**config.mk**
```make
export PLATFORM = sky130hd
export DESIGN_NAME = sqvg_cell
export DESIGN_NICKNAME = d
export VERILOG_FILES = /design/src/rtl/sqvg_pkg.sv /design/src/rtl/sqvg_cell.sv
export SDC_FILE = /design/constraint.sdc
export NUM_CORES = 1
export LEC_CHECK = 0
export ABC_AREA = 1
export ABC_CLOCK_PERIOD_IN_PS = 1000
export BUFFER_PORTS_ARGS = -buffer_cell sky130_fd_sc_hd__buf_2
export CAP_MARGIN = 20
export CORE_AREA = 4 4 228 230
export CTS_CLUSTER_SIZE = 40
export DETAILED_ROUTE_END_ITERATION = 16
export DIE_AREA = 0 0 232 234
export PLACE_DENSITY = 0.62
export SYNTH_ARGS = -nofsm -noshare
export SYNTH_HDL_FRONTEND = slang
export SYNTH_SLANG_ARGS = --single-unit
```
**constraint.sdc**
```tcl
create_clock -name clk -period 1 [get_ports clk]
set_input_delay 0.1 -clock clk [delete_from_list [all_inputs] [get_ports clk]]
set_output_delay 0.1 -clock clk [all_outputs]
set_load 0.02 [all_outputs]
```
**src/rtl/sqvg_pkg.sv**
```systemverilog
// shared types and constants for the sprite quad vertex generator
package sqvg_pkg;

	localparam int CORDIC_STEPS = 28;
	localparam logic signed [33:0] TRIG_ONE = 34'sd1073741824;
	localparam logic signed [33:0] CORDIC_GAIN_INV = 34'sd652032874;

	// register indexes
	localparam logic [2:0] REG_START_COLOR = 3'd0;
	localparam logic [2:0] REG_END_COLOR   = 3'd1;
	localparam logic [2:0] REG_START_SCALE = 3'd2;
	localparam logic [2:0] REG_END_SCALE   = 3'd3;
	localparam logic [2:0] REG_LIFE_RECIP  = 3'd4;
	localparam logic [2:0] REG_PREMULT     = 3'd5;

	function automatic logic [29:0] atan_turn(input logic [4:0] i);
		case (i)
			5'd0: atan_turn = 30'd536870912;
			5'd1: atan_turn = 30'd316933406;
			5'd2: atan_turn = 30'd167458907;
			5'd3: atan_turn = 30'd85004756;
			5'd4: atan_turn = 30'd42667331;
			5'd5: atan_turn = 30'd21354465;
			5'd6: atan_turn = 30'd10679838;
			5'd7: atan_turn = 30'd5340245;
			5'd8: atan_turn = 30'd2670163;
			5'd9: atan_turn = 30'd1335087;
			5'd10: atan_turn = 30'd667544;
			5'd11: atan_turn = 30'd333772;
			5'd12: atan_turn = 30'd166886;
			5'd13: atan_turn = 30'd83443;
			5'd14: atan_turn = 30'd41722;
			5'd15: atan_turn = 30'd20861;
			5'd16: atan_turn = 30'd10430;
			5'd17: atan_turn = 30'd5215;
			5'd18: atan_turn = 30'd2608;
			5'd19: atan_turn = 30'd1304;
			5'd20: atan_turn = 30'd652;
			5'd21: atan_turn = 30'd326;
			5'd22: atan_turn = 30'd163;
			5'd23: atan_turn = 30'd81;
			5'd24: atan_turn = 30'd41;
			5'd25: atan_turn = 30'd20;
			5'd26: atan_turn = 30'd10;
			5'd27: atan_turn = 30'd5;
			default: atan_turn = 30'd0;
		endcase
	endfunction

	// one particle worth of payload moving down the cordic chain
	typedef struct packed {
		logic [1:0]         quad;
		logic [23:0]        size_x;
		logic [23:0]        size_y;
		logic signed [23:0] pos_x;
		logic signed [23:0] pos_y;
		logic [7:0]         red;
		logic [7:0]         green;
		logic [7:0]         blue;
		logic [7:0]         alpha;
		logic [15:0]        tex_u;
		logic [15:0]        tex_v;
		logic [15:0]        tex_width;
		logic [15:0]        tex_height;
		logic               tex_rotated;
	} sqvg_item_t;

	typedef struct packed {
		logic signed [33:0] x;
		logic signed [33:0] y;
		logic signed [31:0] z;
	} sqvg_rot_t;

endpackage

```
**src/rtl/sqvg_cell.sv**
```systemverilog
// one cordic rotation cell of the chain, registered
module sqvg_cell #(
	parameter int STEP = 0
) (
	input  logic                 clk,
	input  logic                 arst_n,
	input  logic                 en,
	input  logic                 in_valid,
	input  sqvg_pkg::sqvg_rot_t  in_rot,
	input  sqvg_pkg::sqvg_item_t in_item,
	output logic                 out_valid,
	output sqvg_pkg::sqvg_rot_t  out_rot,
	output sqvg_pkg::sqvg_item_t out_item
);

	logic signed [33:0] xs, ys;
	logic signed [31:0] at;
	sqvg_pkg::sqvg_rot_t nxt;

	always_comb begin
		xs = in_rot.x >>> STEP;
		ys = in_rot.y >>> STEP;
		at = signed'({2'b00, sqvg_pkg::atan_turn(5'(STEP))});
		if (!in_rot.z[31]) begin
			nxt.x = in_rot.x - ys;
			nxt.y = in_rot.y + xs;
			nxt.z = in_rot.z - at;
		end else begin
			nxt.x = in_rot.x + ys;
			nxt.y = in_rot.y - xs;
			nxt.z = in_rot.z + at;
		end
	end

	always_ff @(posedge clk or negedge arst_n) begin
		if (!arst_n) begin
			out_valid <= 1'b0;
		end else if (en) begin
			out_valid <= in_valid;
		end
	end

	always_ff @(posedge clk) begin
		if (en) begin
			out_rot  <= nxt;
			out_item <= in_item;
		end
	end

endmodule

```
==> out/qor.yml <==
routing:
  viasPerCell: 5.02
  drcViolationCount: 0
  postRouteAntennaNets: 0
  vias: 18800
  dr.pass1.iters: 5
  routedWlPerCell_um: 25.0
  wl_mm: 93.5
  drt_iter0_drc: 1355
synthesis:
  netlist_top_cells_count: "nand2_1 (455), edfxtp_1 (294), inv_1 (242), nand3_1 (161), nor2_1 (125)"
  ys_ff_latch: 295
  synth-edff-count: 294
  yosys.area.top_type_share_pct: 54.0
  syn_inst: 1774
  avgSynthCellArea_sq_um: 9.22
  synth_area_sq_mm: 0.0163
  ys_top_cells_by_area: "edfxtp_1 (54%), nand2_1 (10%), ha_1 (7.6%)"
  synth_cell_types: 42
  yosysMostFrequentCell: "nand2_1"
  yosysWarningCount: 0
  synth_ff_type: "edfxtp_1"
  seq_area_frac_synth_pct: 54.2
  synth_fp_nets: 2176
  yosysTopAreaCell: "edfxtp_1"
  asyncSetResetFlopFracSynth_pct: 0.339
clocking:
  cts.sinks: 295
  clock_latency_ns: 0.56
  cts_tree: "yes"
  clkSlewWorstSetupHoldPaths_ns: 0.06
  cts_root_buf: "clkbuf_16"
  h-tree-depth: 2
  clk_path_buf_depth: 3
  cts_buffers: 36
die:
  die_width_um: 232
  dieHeight_um: 234
  initial_core_util_pct: 32.8
  fp.coreArea_sq_mm: 0.0499
  pin_count: 595
  num_rows: 82
  die_area_sq_mm: 0.0543
place:
  postPlaceCellArea_sq_mm: 0.0240
  port_buffers: 594
  gp_congestion: 0.960
  hpwl_mm: 70.4
grt:
  antenna_found_initial: 13
  grtUsageTotal_pct: 32.0
  grt_start_max_net_pins: 41
  grt_pass1_vias: 18900
  grt_pass1_wl_mm: 127
  grt_overflow: 0
timing:
  setup_ws_ns: -0.500
  fin_crit_sh_pct: 150
  period_needed_ns: 1.50
  slew_viol_final: 0
  max_freq_mhz: 667
  skew_ns: 0
  setup_viol: 393
  worst_pin_slew_ns: 0.413
  hold_violations: 0
  relSlewSlack_pct: 72.5
  rsz0062_at_grt: "true"
worst_setup_path:
  critPathLaunchType: "input pin"
  end_kind: "flip-flop"
  cp_max_fo: 8
  worstSetupPathType: "in -> reg"
  arrival_ns: 1.82
  crit_required_ns: 1.32
layout:
  n_fill_cell: 3731
  synthToLayoutAreaGrowth_pct: 103
  fin_nets: 3433
  multi_input_area_sq_mm: 0.00989
  final_area_sq_mm: 0.0331
  drive_above_1_share_pct: 58.1
  ff_latch_area_sq_mm: 0.00885
run:
  drv_cap: 0
power:
  leakagePower_nw: 15.0
  peakVddDrop_mv: 1.06
  finalPower_mw: 45.6
  power_density_mw_per_mm2: 1380
outcome:
  status: "complete, but fails checks"
  violations: "negative setup slack"
min_path:
  min_path_type: "in -> reg"
-- cells by family after synthesis --
family                     count (synthesis)  synth area share (%)
DFF                                      295                  54.2
buffers and inverters                    299                  7.61
xor gates and xnor gates                  23                  1.23
and+or+nand+nor                          811                  21.0
adders and majority gates                103                  8.07
muxes                                      1                0.0689
AOI/OAI and AO/OA                        242                  7.90
-- metal layers --
metal  vias to the layer above  share of wire (%)  global-route usage, %
met1                      9180                 39                   40.2
met3                       216                8.7                   8.32
met5                         -              0.014                      0
met4                         2                5.4                   13.8
met2                       962                 47                   52.5
li1                       8443                  -                      -
-- stage by stage --
stage / cells / worst slack [ns] / hold slack [ns] / util (%) / TNS, ns
3_3_place_gp: 3335 / -1.21 / -0.124 / 48.1 / -65.57
5_1_grt: 3739 / -0.557 / 0.105 / 66.4 / -99.17
2_1_floorplan: 1774 / -0.635 / -0.196 / - / -34.10
4_1_cts: 3688 / -0.462 / 0.0571 / 62.6 / -89.36
6_report: 3742 / -0.500 / 0.126 / 66.5 / -87.89
3_5_place_dp: 3335 / -1.21 / -0.122 / 48.1 / -66.93
-- what timing repair did --
item	in CTS	in global routing
endpoints found under the hold margin	238	0
endpoints found under the setup margin	356	404
pin swaps	230	221
setup buffers	65	56
hold buffers	231	0
gates resized for setup	972	414
-- worst paths after layout --
path	slack, ns	depth (start not counted)	start	endpoint
max	-0.50	14	in_rot[76]	out_rot[61]
min	0.13	4	in_rot[31]	out_rot[47]
max reg2reg	0.04	2	out_valid	out_valid
min reg2reg	0.73	2	out_valid	out_valid
max in group asynchronous	0.47	3	arst_n	out_valid
min in group asynchronous	0.41	3	arst_n	out_valid
-- registers in the layout, indices dropped and copies added, names as in the netlist --
| name | cells |
|---|---|
| out_valid | 1 |
| out_item | 195 |
| out_rot | 99 |
-- critical path, stage by stage --
cell	delay, ns
buf_6	0.10
ha_4	0.30
buf_6	0.15
nor2_4	0.18
nand2_2	0.11
inv_2	0.11
nand3_2	0.15
nand2_4	0.15
nand2_4	0.08
nand2_2	0.07
nand2_2	0.06
buf_6	0.11
nand3_2	0.07
nand2_2	0.06
-- layout by cell type, fill, tap and decap left out, drive strengths merged, types with 8 or more instances in the layout --
cell	instances
ha	99
nand4	15
edfxtp	294
buf	1035
inv	255
clkinv	16
dlygate4sd3	231
o21bai	11
a21oi	117
o21ai	97
diode	12
clkbuf	43
xor2	23
nor3	17
nand2	466
nand3	162
or2	8
nor2	133
-- power by group --
part | leakage [nW] | total, mW | internal (mW) | switching, mW
logic | 11.5 | 16.9 | 7.75 | 9.15
clock network | 0.540 | 12.9 | 7.03 | 5.85
registers | 2.89 | 15.8 | 15.0 | 0.814
total | 15.0 | 45.6 | 29.8 | 15.8
-- layout make-up --
class	instances	share of cell area (%)
tap	672	2.54
sequential	295	26.7
antenna	12	0.0906
clock inverter	22	0.566
timing repair buffer	1266	34.1
clock buffer	43	2.80
multi-input combinational	1180	29.9
inverter	252	3.39
No activity file was read; power rests on OpenSTA's default activity.
