File: src/rtl/sqvg_pkg.sv
// shared types and constants for the sprite quad vertex generator
package sqvg_pkg;

	localparam int CORDIC_STEPS = 28;
	localparam logic signed [33:0] TRIG_ONE = 34'sd1073741824;
	localparam logic signed [33:0] CORDIC_GAIN_INV = 34'sd652032874;

	// register indexes
	localparam logic [2:0] REG_START_COLOR = 3'd0;
	localparam logic [2:0] REG_END_COLOR   = 3'd1;
	localparam logic [2:0] REG_START_SCALE = 3'd2;
	localparam logic [2:0] REG_END_SCALE   = 3'd3;
	localparam logic [2:0] REG_LIFE_RECIP  = 3'd4;
	localparam logic [2:0] REG_PREMULT     = 3'd5;

	function automatic logic [29:0] atan_turn(input logic [4:0] i);
		case (i)
			5'd0: atan_turn = 30'd536870912;
			5'd1: atan_turn = 30'd316933406;
			5'd2: atan_turn = 30'd167458907;
			5'd3: atan_turn = 30'd85004756;
			5'd4: atan_turn = 30'd42667331;
			5'd5: atan_turn = 30'd21354465;
			5'd6: atan_turn = 30'd10679838;
			5'd7: atan_turn = 30'd5340245;
			5'd8: atan_turn = 30'd2670163;
			5'd9: atan_turn = 30'd1335087;
			5'd10: atan_turn = 30'd667544;
			5'd11: atan_turn = 30'd333772;
			5'd12: atan_turn = 30'd166886;
			5'd13: atan_turn = 30'd83443;
			5'd14: atan_turn = 30'd41722;
			5'd15: atan_turn = 30'd20861;
			5'd16: atan_turn = 30'd10430;
			5'd17: atan_turn = 30'd5215;
			5'd18: atan_turn = 30'd2608;
			5'd19: atan_turn = 30'd1304;
			5'd20: atan_turn = 30'd652;
			5'd21: atan_turn = 30'd326;
			5'd22: atan_turn = 30'd163;
			5'd23: atan_turn = 30'd81;
			5'd24: atan_turn = 30'd41;
			5'd25: atan_turn = 30'd20;
			5'd26: atan_turn = 30'd10;
			5'd27: atan_turn = 30'd5;
			default: atan_turn = 30'd0;
		endcase
	endfunction

	// one particle worth of payload moving down the cordic chain
	typedef struct packed {
		logic [1:0]         quad;
		logic [23:0]        size_x;
		logic [23:0]        size_y;
		logic signed [23:0] pos_x;
		logic signed [23:0] pos_y;
		logic [7:0]         red;
		logic [7:0]         green;
		logic [7:0]         blue;
		logic [7:0]         alpha;
		logic [15:0]        tex_u;
		logic [15:0]        tex_v;
		logic [15:0]        tex_width;
		logic [15:0]        tex_height;
		logic               tex_rotated;
	} sqvg_item_t;

	typedef struct packed {
		logic signed [33:0] x;
		logic signed [33:0] y;
		logic signed [31:0] z;
	} sqvg_rot_t;

endpackage

File: src/rtl/sqvg_emit.sv
// per-quad vertex sequencer: four corner products, saturation and uv rule
module sqvg_emit (
	input  logic                 clk,
	input  logic                 arst_n,
	input  logic                 in_valid,
	output logic                 in_ready,
	input  sqvg_pkg::sqvg_rot_t  in_rot,
	input  sqvg_pkg::sqvg_item_t in_item,
	output logic                 valid,
	input  logic                 ready,
	output logic [1:0]           corner,
	output logic signed [23:0]   vert_x,
	output logic signed [23:0]   vert_y,
	output logic [7:0]           red,
	output logic [7:0]           green,
	output logic [7:0]           blue,
	output logic [7:0]           alpha,
	output logic [15:0]          out_u,
	output logic [15:0]          out_v,
	output logic                 last_vertex
);

	// held item, trig values resolved for the quadrant
	logic                 busy_q;
	logic [1:0]           k_q;
	sqvg_pkg::sqvg_item_t it_q;
	logic signed [31:0]   c_q, s_q;

	logic signed [33:0] cx, cy;
	logic signed [31:0] c_n, s_n;

	function automatic logic signed [31:0] clampt(input logic signed [33:0] v);
		if (v > sqvg_pkg::TRIG_ONE) return 32'sd1073741824;
		if (v < -sqvg_pkg::TRIG_ONE) return -32'sd1073741824;
		return 32'(v);
	endfunction

	always_comb begin
		cx = in_rot.x;
		cy = in_rot.y;
		case (in_item.quad)
			2'd0: begin c_n = clampt(cx); s_n = clampt(cy); end
			2'd1: begin c_n = -clampt(cy); s_n = clampt(cx); end
			2'd2: begin c_n = -clampt(cx); s_n = -clampt(cy); end
			default: begin c_n = clampt(cy); s_n = -clampt(cx); end
		endcase
	end

	// corner trig
	logic signed [31:0] tx, ty;
	always_comb begin
		case (k_q)
			2'd0: begin tx = c_q; ty = s_q; end
			2'd1: begin tx = -s_q; ty = c_q; end
			2'd2: begin tx = s_q; ty = -c_q; end
			default: begin tx = -c_q; ty = -s_q; end
		endcase
	end

	logic signed [56:0] px, py;
	logic signed [57:0] rx, ry;
	logic signed [26:0] ax, ay;
	assign px = tx * signed'({1'b0, it_q.size_x});
	assign py = ty * signed'({1'b0, it_q.size_y});
	assign rx = 58'(px) + 58'sd536870912;
	assign ry = 58'(py) + 58'sd536870912;
	assign ax = 27'(rx >>> 30) + 27'(it_q.pos_x);
	assign ay = 27'(ry >>> 30) + 27'(it_q.pos_y);

	function automatic logic [23:0] sat24(input logic signed [26:0] v);
		if (v > 27'sd8388607) return 24'h7FFFFF;
		if (v < -27'sd8388608) return 24'h800000;
		return v[23:0];
	endfunction

	logic [16:0] uw, uh, vw, vh;
	logic [15:0] su, sv;
	assign uw = it_q.tex_u + it_q.tex_width;
	assign uh = it_q.tex_u + it_q.tex_height;
	assign vw = it_q.tex_v + it_q.tex_width;
	assign vh = it_q.tex_v + it_q.tex_height;

	always_comb begin
		logic [15:0] suw, suh, svw, svh;
		suw = uw[16] ? 16'hFFFF : uw[15:0];
		suh = uh[16] ? 16'hFFFF : uh[15:0];
		svw = vw[16] ? 16'hFFFF : vw[15:0];
		svh = vh[16] ? 16'hFFFF : vh[15:0];
		if (!it_q.tex_rotated) begin
			su = k_q[0] ? suw : it_q.tex_u;
			sv = k_q[1] ? svh : it_q.tex_v;
		end else begin
			su = (k_q inside {2'd1, 2'd2}) ? suh : it_q.tex_u;
			sv = k_q[1] ? svw : it_q.tex_v;
		end
	end

	logic out_free, step;
	assign out_free = !valid || ready;
	assign step = busy_q && out_free;
	assign in_ready = !busy_q || (step && k_q == 2'd3);

	always_ff @(posedge clk or negedge arst_n) begin
		if (!arst_n) begin
			busy_q <= 1'b0;
			k_q    <= '0;
			valid  <= 1'b0;
		end else begin
			if (out_free) valid <= busy_q;
			if (in_valid && in_ready) begin
				busy_q <= 1'b1;
				k_q    <= '0;
			end else if (step) begin
				k_q <= k_q + 2'd1;
				if (k_q == 2'd3) busy_q <= 1'b0;
			end
		end
	end

	always_ff @(posedge clk) begin
		if (in_valid && in_ready) begin
			it_q <= in_item;
			c_q  <= c_n;
			s_q  <= s_n;
		end
		if (step) begin
			corner      <= k_q;
			vert_x      <= sat24(ax);
			vert_y      <= sat24(ay);
			red         <= it_q.red;
			green       <= it_q.green;
			blue        <= it_q.blue;
			alpha       <= it_q.alpha;
			out_u       <= su;
			out_v       <= sv;
			last_vertex <= (k_q == 2'd3);
		end
	end

`ifndef SYNTH
	a_last: assert property (@(posedge clk) disable iff (!arst_n)
		valid |-> (last_vertex == (corner == 2'd3))) else $error("last flag off");
	a_hold: assert property (@(posedge clk) disable iff (!arst_n)
		(valid && !ready) |=> (valid && $stable(corner))) else $error("vertex lost");
	a_take: assert property (@(posedge clk) disable iff (!arst_n)
		(in_valid && in_ready) |=> busy_q && k_q == 2'd0) else $error("item not held");
`endif

endmodule

File: config.mk
export PLATFORM = sky130hd
export DESIGN_NAME = sqvg_emit
export DESIGN_NICKNAME = d
export VERILOG_FILES = /design/src/rtl/sqvg_pkg.sv /design/src/rtl/sqvg_emit.sv
export SDC_FILE = /design/constraint.sdc
export NUM_CORES = 2
export LEC_CHECK = 0
export BUFFER_PORTS_ARGS = -buffer_cell sky130_fd_sc_hd__buf_2
export CORE_MARGIN = 2
export CORE_UTILIZATION = 33
export CTS_CLUSTER_DIAMETER = 60
export DETAILED_ROUTE_END_ITERATION = 16
export SLEW_MARGIN = 20
export SYNTH_ARGS = -nofsm -noshare
export SYNTH_HDL_FRONTEND = slang
export SYNTH_SLANG_ARGS = --single-unit
File: constraint.sdc
create_clock -name clk -period 31.1 [get_ports clk]
set_input_delay 7.775 -clock clk [delete_from_list [all_inputs] [get_ports clk]]
set_output_delay 7.775 -clock clk [all_outputs]
set_load 0.005 [all_outputs]
==> run summary <==
status: completed
worst hold path class: reg2reg
CTS tree: done
Syn Nets: 10590
H-tree depth: 2
period utilization: 52.10%
Final Util: 36.41%
most numerous cell in the Yosys netlist: inv_1
Fillers: 23630
met3 routed WL: 18.92 mm
Primary FF master, synth: edfxtp_1
Tmin final: 16200 ps
Synth Cell Area: 0.07775 sq mm
nets@finish: 10770
CP max FO: 3
max_cap viols: 0
slowest stage cell, crit path: nor2b_1
DIE AREA: 0.2395 sq mm
sequential area share after synthesis: 14.50%
global placer's final weighted congestion: 0.8956
CP Cell Sequence: buf_2 -> nor2b_1 -> o21ai_0 -> buf_2
uppermost routed layer: met5
wl on met1: 95.61 mm
first-pass GRT wire length: 367.4 mm
Hold Worst Slack: 412.8 ps
post-synthesis async set-or-reset flop share: 1.064%
CTS max path bufs: 3
Worst path max stage delay: 200 ps
FMAX: 61.71 MHz
total number of vias: 58390
post-CTS setup buffers: 0
average wire per standard cell: 20.14 um
CP most frequent cell: buf_2
Slew @ Worst Pin: 1099 ps
Die X: 489.4 um
Die Span Y: 489.4 um
num ports: 416
# rows: 178
setup slack, reg-to-reg: 16050 ps
most area-consuming cells after synthesis: fa_1, edfxtp_1, inv_1
initial antenna violation count: 101
Post-synth EDFFs: 372
Final TNS setup: 0 ps
CTS Hold Bufs: 0
Ys Warns: 0
final hold vios: 0
Routed WL: 234.2 mm
# resized after CTS: 0
Startpoint Class: primary input
Total GRT Usage: 19.87%
worst relative slew slack: 26.70%
vias per cell: 5.023
Synth top cells by count: inv_1, fa_1, nand2_1, and2_1, ha_1
CTS root buf: clkbuf_16
Setup-failing EPs final: 0
vias in the first global route: 62460
Reg clk slew, reported paths: 60 ps
synthesized instance count: 8224
IO buf count: 383
met2 wire length: 110.1 mm
Slew Limit Fails: 0
fraction of layout cells with a size suffix above 1: 8.609%
worst skew pair latency: 720 ps
Critical Path End Type: primary output
Final ANT Viol Nets: 0
share of the synthesized area in the top cell type: 40.63%
largest net degree at the start of global routing: 160
core area: 0.2347 sq mm
DRC: 0
Worst EP arrival: 8430 ps
Iteration-0 DRC Markers: 4276
initial core utilization: 33.12%
DRT Pass-1 Iters: 10
RSZ-0062 raised after global routing: false
register bit total from synthesis: 376
P&R area growth vs syn: 9.936%
total gr overflow: 0
Clock Skew: 64.78 ps
Syn Area/Cell: 9.454 sq um
CTS buffer count: 55
CTS Sinks: 376
Post-DP HPWL: 176.3 mm
Req. time, crit path: 23330 ps
largest area contributor in the netlist: fa_1
CP Class: in2out
Yosys cell types: 82
-- state kept, by name, indices dropped and copies added, names as in the netlist --
signal       flops
out_v           16
c_q             32
k_q              2
busy_q           1
s_q             32
corner           2
green            8
alpha            8
it_q           193
vert_x          24
valid            1
out_u           16
vert_y          24
last_vertex      1
red              8
blue             8
-- layer usage --
layer	vias to the layer above	global-route usage (%)
met4	76	6.508
li1	25660	-
met3	465	4.123
met2	2176	32.84
met5	-	0
met1	30010	25.93
-- final cells by class --
cell class | instances | area (sq um) | share of cell area [%]
clock buffer | 65 | 1465 | 1.714
sequential | 376 | 11270 | 13.19
multi-input combinational | 5595 | 58280 | 68.19
inverter | 1857 | 6972 | 8.157
tap | 3150 | 3941 | 4.611
antenna | 31 | 77.57 | 0.09076
timing repair buffer | 515 | 2937 | 3.436
clock inverter | 37 | 525.5 | 0.6148
-- cells in the final DEF (no fill, tap or decap), drive strengths merged, types with 62 or more instances in the layout --
master	n
inv	1865
fa	1578
nand2	868
and2	855
buf	515
ha	492
edfxtp	372
a21oi	257
nor2	238
o21ai	225
xnor2	145
xor2	84
nor3	84
clkbuf	65
a21o	62
-- logic make-up after synthesis --
family | Yosys count | share of synthesized area (%)
AOI/OAI and AO/OA | 937 | 7.746
xor gates and xnor gates | 229 | 2.580
adders and majority gates | 2070 | 48.55
buffers and inverters | 2253 | 10.96
DFF | 376 | 14.50
muxes | 41 | 0.6518
and+or+nand+nor | 2318 | 15.01
-- critical path, delay by kind of cell --
kind | cells | cell delay [ps]
AOI/OAI and AO/OA | 1 | 170
and+or+nand+nor | 1 | 200
buffers and inverters | 2 | 290
-- final timing paths --
| check | start | endpoint | depth (start not counted) |
|---|---|---|---|
| min | it_q[80] | blue[7] | 0 |
| min reg2reg | it_q[80] | blue[7] | 0 |
| max | ready | in_ready | 4 |
| max reg2reg | c_q[6] | vert_y[8] | 46 |
| min in group asynchronous | arst_n | busy_q | 1 |
| max in group asynchronous | arst_n | k_q[1] | 1 |
-- per-stage QoR --
stage	std cells	area (sq um)	setup WS, ps
after floorplan	8224	77750	15250
final	11630	85470	14900
after global placement	11490	83370	14940
after CTS	11590	85360	14910
after global routing	11620	85450	14800
after detailed placement	11490	83370	14920
Power is left out: the tool's default activity adds up to more than one toggle a clock period on the data nets, which glitch-free logic cannot reach.
